===== config.mk =====
export PLATFORM = sky130hd
export DESIGN_NAME = sgm_root
export DESIGN_NICKNAME = d
export VERILOG_FILES = /design/src/sgm_pkg.sv /design/src/sgm_root.sv
export SDC_FILE = /design/constraint.sdc
export NUM_CORES = 1
export LEC_CHECK = 0
export BUFFER_PORTS_ARGS = -buffer_cell sky130_fd_sc_hd__buf_4
export CAP_MARGIN = 25
export CORE_MARGIN = 3
export CORE_UTILIZATION = 57
export CTS_CLUSTER_DIAMETER = 30
export DETAILED_ROUTE_END_ITERATION = 10
export GPL_TIMING_DRIVEN = 0
export PLACE_DENSITY = 0.87
export SLEW_MARGIN = 20
export SYNTH_ARGS = -nofsm -noshare
export SYNTH_HDL_FRONTEND = slang
export SYNTH_SLANG_ARGS = --single-unit
export TNS_END_PERCENT = 30

===== constraint.sdc =====
create_clock -name clock -period 2.95 [get_ports clock]
set_input_delay 0.4425 -clock clock [delete_from_list [all_inputs] [get_ports clock]]
set_output_delay 0.4425 -clock clock [all_outputs]
set_load 0.01 [all_outputs]

===== src/sgm_pkg.sv =====
// shared constants, types and the absolute-value function for the gradient block
// no dependencies
package sgm_pkg;
   localparam int unsigned DefMaxWidth = 2048;
   localparam logic [11:0] RstWidth  = 12'd640;
   localparam logic [15:0] RstHeight = 16'd480;
   localparam logic [16:0] SumClamp  = 17'd65025;

   typedef enum logic [1:0] {
      CSR_WIDTH  = 2'd0,
      CSR_HEIGHT = 2'd1,
      CSR_CHAN   = 2'd2,
      CSR_ROUND  = 2'd3
   } csr_idx_type;

   // one column of the window: up, mid, down sample of one channel
   typedef struct packed {
      logic [7:0] up;
      logic [7:0] mid;
      logic [7:0] dn;
   } col_type;

   // absolute value of one signed gradient
   function automatic logic [9:0] abs11(input logic signed [10:0] v);
      logic signed [10:0] n;
      n = -v;
      return v[10] ? n[9:0] : v[9:0];
   endfunction
endpackage


===== src/sgm_root.sv =====
// pipelined square root of one 17-bit sum, saturated to 8 bits
// depends on sgm_pkg
module sgm_root (
   input  logic        clock,
   input  logic        reset,
   input  logic        in_valid,
   input  logic [16:0] sum,
   input  logic        round_nearest,
   input  logic        advance,
   output logic [7:0]  mag
);
   // nine restoring steps, one per stage, each two bits of the radicand
   localparam int Steps = 9;
   logic [17:0] rem_ff [0:Steps];
   logic [17:0] src_ff [0:Steps];
   logic [8:0]  res_ff [0:Steps];
   logic        rnd_ff [0:Steps];
   logic [8:0]  fin;
   logic [8:0]  rnd_res;
   logic [17:0] chk;

   always_comb begin
      rem_ff[0] = 18'd0;
      res_ff[0] = 9'd0;
      rnd_ff[0] = round_nearest;
      if (round_nearest && sum > sgm_pkg::SumClamp) begin
         src_ff[0] = {1'b0, sgm_pkg::SumClamp};
      end else begin
         src_ff[0] = {1'b0, sum};
      end
   end

   for (genvar s = 0; s < Steps; s++) begin : g_step
      logic [17:0] trial;
      logic [17:0] rem_n;
      assign rem_n = {rem_ff[s][15:0], src_ff[s][17:16]};
      assign trial = {7'd0, res_ff[s], 2'b01};
      always_ff @(posedge clock) begin
         if (advance) begin
            src_ff[s+1] <= {src_ff[s][15:0], 2'b00};
            rnd_ff[s+1] <= rnd_ff[s];
            if (rem_n >= trial) begin
               rem_ff[s+1] <= rem_n - trial;
               res_ff[s+1] <= {res_ff[s][7:0], 1'b1};
            end else begin
               rem_ff[s+1] <= rem_n;
               res_ff[s+1] <= {res_ff[s][7:0], 1'b0};
            end
         end
      end
   end

   // remainder > root means sum > root*root + root
   assign chk = {9'd0, res_ff[Steps]};
   assign rnd_res = (rnd_ff[Steps] && rem_ff[Steps] > chk) ?
                    res_ff[Steps] + 9'd1 : res_ff[Steps];
   assign fin = rnd_res;
   assign mag = fin[8] ? 8'hFF : fin[7:0];

   logic unused;
   assign unused = in_valid ^ reset;
endmodule


Word level (Yosys, flattened, before mapping)
Index checks and enable logic that the tools add are counted.
{ "word_totals": {"reg_bits": 259, "latch_bits": 0, "ramBits": 0, "rom_bits": 0, "output_inout_bits": 8, "word_cells": 80, "memories": 0} }
{ "op_classes": {"n_addsub": 10, "n_mul": 0, "n_div": 0, "magnitude_cmp": 11, "n_eq_ne": 0, "n_shift": 0, "mux": 21, "n_bitwise": 0, "reduce_logical": 2} }
{ "op_table": {"columns": ["cell", "n"], "rows": [
  ["$mux W16", 7],
  ["$ge A18 B10 Y1", 1],
  ["$ge A18 B3 Y1", 1],
  ["$ge A18 B4 Y1", 1],
  ["$ge A18 B5 Y1", 1],
  ["$ge A18 B6 Y1", 1],
  ["$ge A18 B7 Y1", 1],
  ["$ge A18 B8 Y1", 1],
  ["$ge A18 B9 Y1", 1],
  ["$gt A18 B9 Y1", 1],
  ["$mux W18", 1],
  ["$sub A18 B10 Y18", 1],
  ["$gt A17 B16 Y1 const B", 1],
  ["$mux W17", 1],
  ["$sub A16 B3 Y16", 1],
  ["$sub A16 B4 Y16", 1],
  ["$sub A16 B5 Y16", 1],
  ["$sub A16 B6 Y16", 1],
  ["$sub A16 B7 Y16", 1],
  ["$sub A16 B8 Y16", 1],
  ["$sub A16 B9 Y16", 1],
  ["$add A9 B1 Y9 const B", 1],
  ["$mux W1", 9],
  ["$mux W9", 1],
  ["other kinds (5)", 6]
]} }

Longest topological paths before layout
{ "depth": {"depth_word": 5, "mapped_depth": 10} }

Worst setup path after synthesis
Ideal clock, no wire load.
{ "synth_path": {"path_kind": "register -> output", "from": "register res_ff, in the netlist chk[8]", "to": "output port mag[6]", "t_arrival_ns": 2.540, "required_ns": 2.508, "path_slack_ns": -0.033, "path_stages_with_launch": 11, "cell_sequence": "edfxtp_1 -> clkbuf_1 -> clkinv_1 -> ha_1 -> nand4b_1 -> a211oi_1 -> a211oi_1 -> or2_2 -> buf_2 -> nor3_1 -> mux2i_1"} }
{ "synth_via": {"elab_chain_len": 4, "word_cells_on_any_way": 5, "classes_between": "add/sub (1); order compare (1); mux (2); reduce/logical (1)"} }
{ "synth_lines": {"columns": ["item", "line_no", "text"], "rows": [
  ["from (decl)", "sgm_root.sv:16", "logic [8:0] res_ff [0:Steps];"],
  ["from (signal, indexed assignment)", "sgm_root.sv:44", "res_ff[s+1] <= {res_ff[s][7:0], 1'b1};"],
  ["from (signal, indexed assignment)", "sgm_root.sv:47", "res_ff[s+1] <= {res_ff[s][7:0], 1'b0};"],
  ["$gt A18 B9 Y1", "sgm_root.sv:55", "assign rnd_res = (rnd_ff[Steps] && rem_ff[Steps] > chk) ?"],
  ["$logic_and A1 B1 Y1", "sgm_root.sv:55", null],
  ["$mux W9 *", "sgm_root.sv:55", null],
  ["$mux W8 *", "sgm_root.sv:58", "assign mag = fin[8] ? 8'hFF : fin[7:0];"],
  ["to (decl)", "sgm_root.sv:10", "output logic [7:0] mag"]
]} }
Every way passes the cells marked *; elsewhere a longest branch is shown, timed or not.

Worst setup path after layout
{ "layout_path": {"from": "register res_ff, in the netlist chk[7]", "to": "output port mag[3]"} }
Same word-level chain as after synthesis.

==> flow_summary.yaml <==
sta:
  drv_slew: 0
  clock_skew_ns: 0.03639
  rsz0062_at_grt: "true"
  max_freq_ghz: 0.3050
  finalWorstSetupSlack_ns: -0.3289
  worst_slew_margin_rel_pct: 47.11
  worst_slew_pin_slew_ns: 0.7934
  layout_min_cycle_time_ns: 3.279
  whs_ns: 0.1074
  hold_violations: 0
  period_share_pct: 111.2
  timing.final.setup_violations: 8
yosys:
  area_of_the_mapped_netlist_um2: 12190
  synthesis.yosys.warnings: 0
  netlist_instances: 955
  synth_enable_flop_cells: 250
  synthDominantCellAreaShare_pct: 61.60
  seq_area_frac_synth_pct: 61.60
  post_synth.cell_area_avg_um2: 12.76
  synthDominantAreaCellType: "edfxtp_1"
  ys_types: 63
  synth.area.top_cells: "edfxtp_1, ha_1, xnor2_1"
  ys_ff_latch: 250
  ys_async_sr_fraction_pct: 0
  dominantRegCellSynth: "edfxtp_1"
  postSynthNetCount: 1041
clock_network:
  cts-root-to-sink-buffers: 3
  tritoncts_clock_tree: "built"
  cts_made_buffers: 43
  clock_tree.root_cell: "clkbuf_16"
  cts.sinks: 250
  clk_transition_reported_paths_ns: 0.05
  cts_htree_levels: 2
  clock_insertion_delay_worst_skew_ns: 0.54
floorplan:
  floorplan_core_area_um2: 20620
  die_area_um2: 23170
  initial_core_util_pct: 59.09
  placement_rows: 52
  ioPinCount: 30
  floorplan.die.height_um: 152.2
  fp.dieW_um: 152.2
setup_path:
  critical_path_required_ns: 2.51
  cell_breakdown_of_the_critical_path: "inv_1, ha_1, nand4b_1, buf_4, o41ai_4, nor3_2, buf_4, mux2i_1, a22oi_1, buf_4"
  reg2reg_slack_ns: 0.13
  critical_path.slowest_cell: "edfxtp_1"
  crit-reg2reg-capture: "g_step[8].rem_n[10]"
  worst_setup_path_end_kind: "output port"
  cp_slowest_stage_delay_ns: 0.36
  crit_fanout: 4
  worst-r2r-cell-count: 9
  start_kind: "flop"
  rr_startpoint: "g_step[7].rem_n[2]"
  worst-setup-path-type: "flop to output port"
  cp_data_arrival_time_ns: 2.84
  critPathMostFrequentCell: "buf_4"
global_route:
  grt_antenna_before_repair: 0
  globalRouteOverflowTotal: 0
  via_count_of_the_first_global_routing_pass: 8117
  global_route.usage.total_pct: 19.05
  global_route_wire_length_before_repair_um: 36960
  pin_count_of_the_biggest_net_entering_global_routing: 113
power:
  power-per-cell-area_nw_per_um2: 748.6
  power.leakage_nw: 5.659
  power_mw: 10.92
  vdd_drop_max_mv: 0.4948
worst_hold_path:
  holdPathStages: 1
  worst_hold_startpoint: "round_nearest"
  timing.hold.worst.class: "primary input to flop"
  whs_endpoint: "rnd_ff[8]"
cells_and_area:
  finish.net_count: 1128
  drive_above_1_share_pct: 14.95
  flow.area_growth_from_synthesis_pct: 19.71
  n_fill_cell: 1255
  num_antenna_cells: 0
placed_design:
  place_hpwl_um: 13800
  portBuffers: 27
  place_congestion: 0.9299
flow_run:
  maxCapViolCount: 0
detailed_routing:
  routedWlPerCell_um: 16.78
  num_vias: 7717
  drtAntennaViolNets: 0
  post_route_drc: 0
  drt_iter0_markers: 444
  vias_per_cell: 5.729
  finalWirelength_um: 22600
  drt_pre_antenna_iters: 7
run_status:
  violations_in_the_final_reports: "setup timing"
  status: "complete, but fails checks"
## metal layers
layer	part of all wire, %	global-route usage [%]
met2	55	37.04
met4	5.0	10.74
met1	35	18.69
met5	0	0
met3	4.4	3.579
## cell usage after synthesis (4+ instances only)
master / count
edfxtp_1: 250
inv_1: 79
ha_1: 64
nor2_1: 63
xnor2_1: 48
nand2_1: 44
a21oi_1: 39
o21ai_0: 39
xor2_1: 38
nor3_1: 35
nand2b_1: 23
nand3_1: 17
nor4_1: 17
nand4_1: 15
o21a_1: 15
or3_1: 15
nor2b_1: 13
a21o_1: 11
and2_1: 10
o31ai_1: 10
a211oi_1: 8
and3_1: 7
buf_2: 7
mux2i_1: 7
mux2_2: 6
nand4b_1: 6
clkbuf_1: 5
o21bai_1: 5
o31a_1: 4
## report_power, final
| part | internal (mW) | switching, mW |
|---|---|---|
| logic | 0.517 | 0.650 |
| registers | 4.38 | 0.219 |
| clock network | 3.45 | 1.71 |
## cell usage in the layout, fill, tap and decap left out, drive strengths merged, types with 5 or more instances in the layout
master    Yosys  layout
inv          79      82
a21o         11      11
nor3         35      35
a211oi        8       8
clkbuf        5      53
and2         10      10
mux2          6       6
o21ai        40      40
nand2b       23      23
nor4         18      18
bufinv        0       8
xor2         38      38
ha           64      64
nand4        15      15
nand4b        6       6
clkinvlp      0       7
or3          16      16
o21bai        5       5
o31ai        10      10
clkinv        1      15
edfxtp      250     250
and3          7       7
a21oi        39      39
nand3        17      17
buf           9      50
nor2b        13      13
mux2i         7       7
nand2        44      44
o21a         15      15
xnor2        49      49
nor2         63      63
## stage by stage
stage | cell area (um2) | setup TNS (ns) | util, % | cells | setup WS [ns]
3_3_place_gp | 12730 | -10.21 | 61.72 | 1252 | -0.2079
6_report | 14590 | -2.107 | 70.74 | 1347 | -0.3289
4_1_cts | 14490 | -1.235 | 70.25 | 1340 | -0.2080
5_1_grt | 14590 | -2.917 | 70.74 | 1347 | -0.4090
2_1_floorplan | 12190 | 0 | - | 955 | 0.1615
3_5_place_dp | 12790 | -1.046 | 62.02 | 1254 | -0.2324
## cell families after synthesis
family                   count (synthesis)  share of synthesized area [%]
adder cells (fa/ha/maj)                 64                          6.570
flip-flops                             250                          61.60
other                                    1                        0.03077
AND/OR/NAND/NOR                        290                          12.99
buffers and inverters                   94                          3.059
XOR/XNOR                                87                          6.314
multiplexers                            13                          1.129
AO/OA/AOI/OAI                          156                          8.316
## state kept, by name, indices dropped and copies added (netlist names)
| register | flops |
|---|---|
| chk | 9 |
| g_step.rem_n | 122 |
| g_step.trial | 36 |
| rem_ff | 18 |
| rnd_ff | 9 |
| src_ff | 56 |
## worst max-delay path by stage
stage	startpoint	endpoint	slack [ns]	depth (start not counted)
detailed placement	chk[8]	mag[6]	-0.23	11
global route	chk[7]	mag[3]	-0.41	10
CTS	chk[8]	mag[5]	-0.21	10
global placement	chk[8]	mag[6]	-0.21	11
floorplan	chk[8]	mag[6]	0.16	10
finish	chk[7]	mag[3]	-0.33	10
## worst max-delay path, delay by kind of cell, from the launching register on
family                     cells  cell delay [ns]
AOI/OAI and AO/OA              2             0.52
adders and majority gates      1             0.30
buffers and inverters          4             0.65
DFF                            1             0.36
muxes                          1             0.11
and+or+nand+nor                2             0.35
## repair_timing
action,CTS,global route
setup endpoints to repair,8,18
hold buffers,0,0
buffers inserted,6,7
gates cloned,1,0
pin swaps,12,11
resized for setup,19,13
## layout make-up
class	count	area [um2]	share of cell area [%]
buffer	13	78.83	0.5403
timing repair buffer	42	370.4	2.538
clock inverter	32	427.9	2.933
sequential	250	7507	51.45
inverter	80	312.8	2.144
tap	270	337.8	2.315
clock buffer	48	1116	7.649
multi-input combinational	612	4439	30.43
Note: power is estimated with default switching activity, not from simulation.
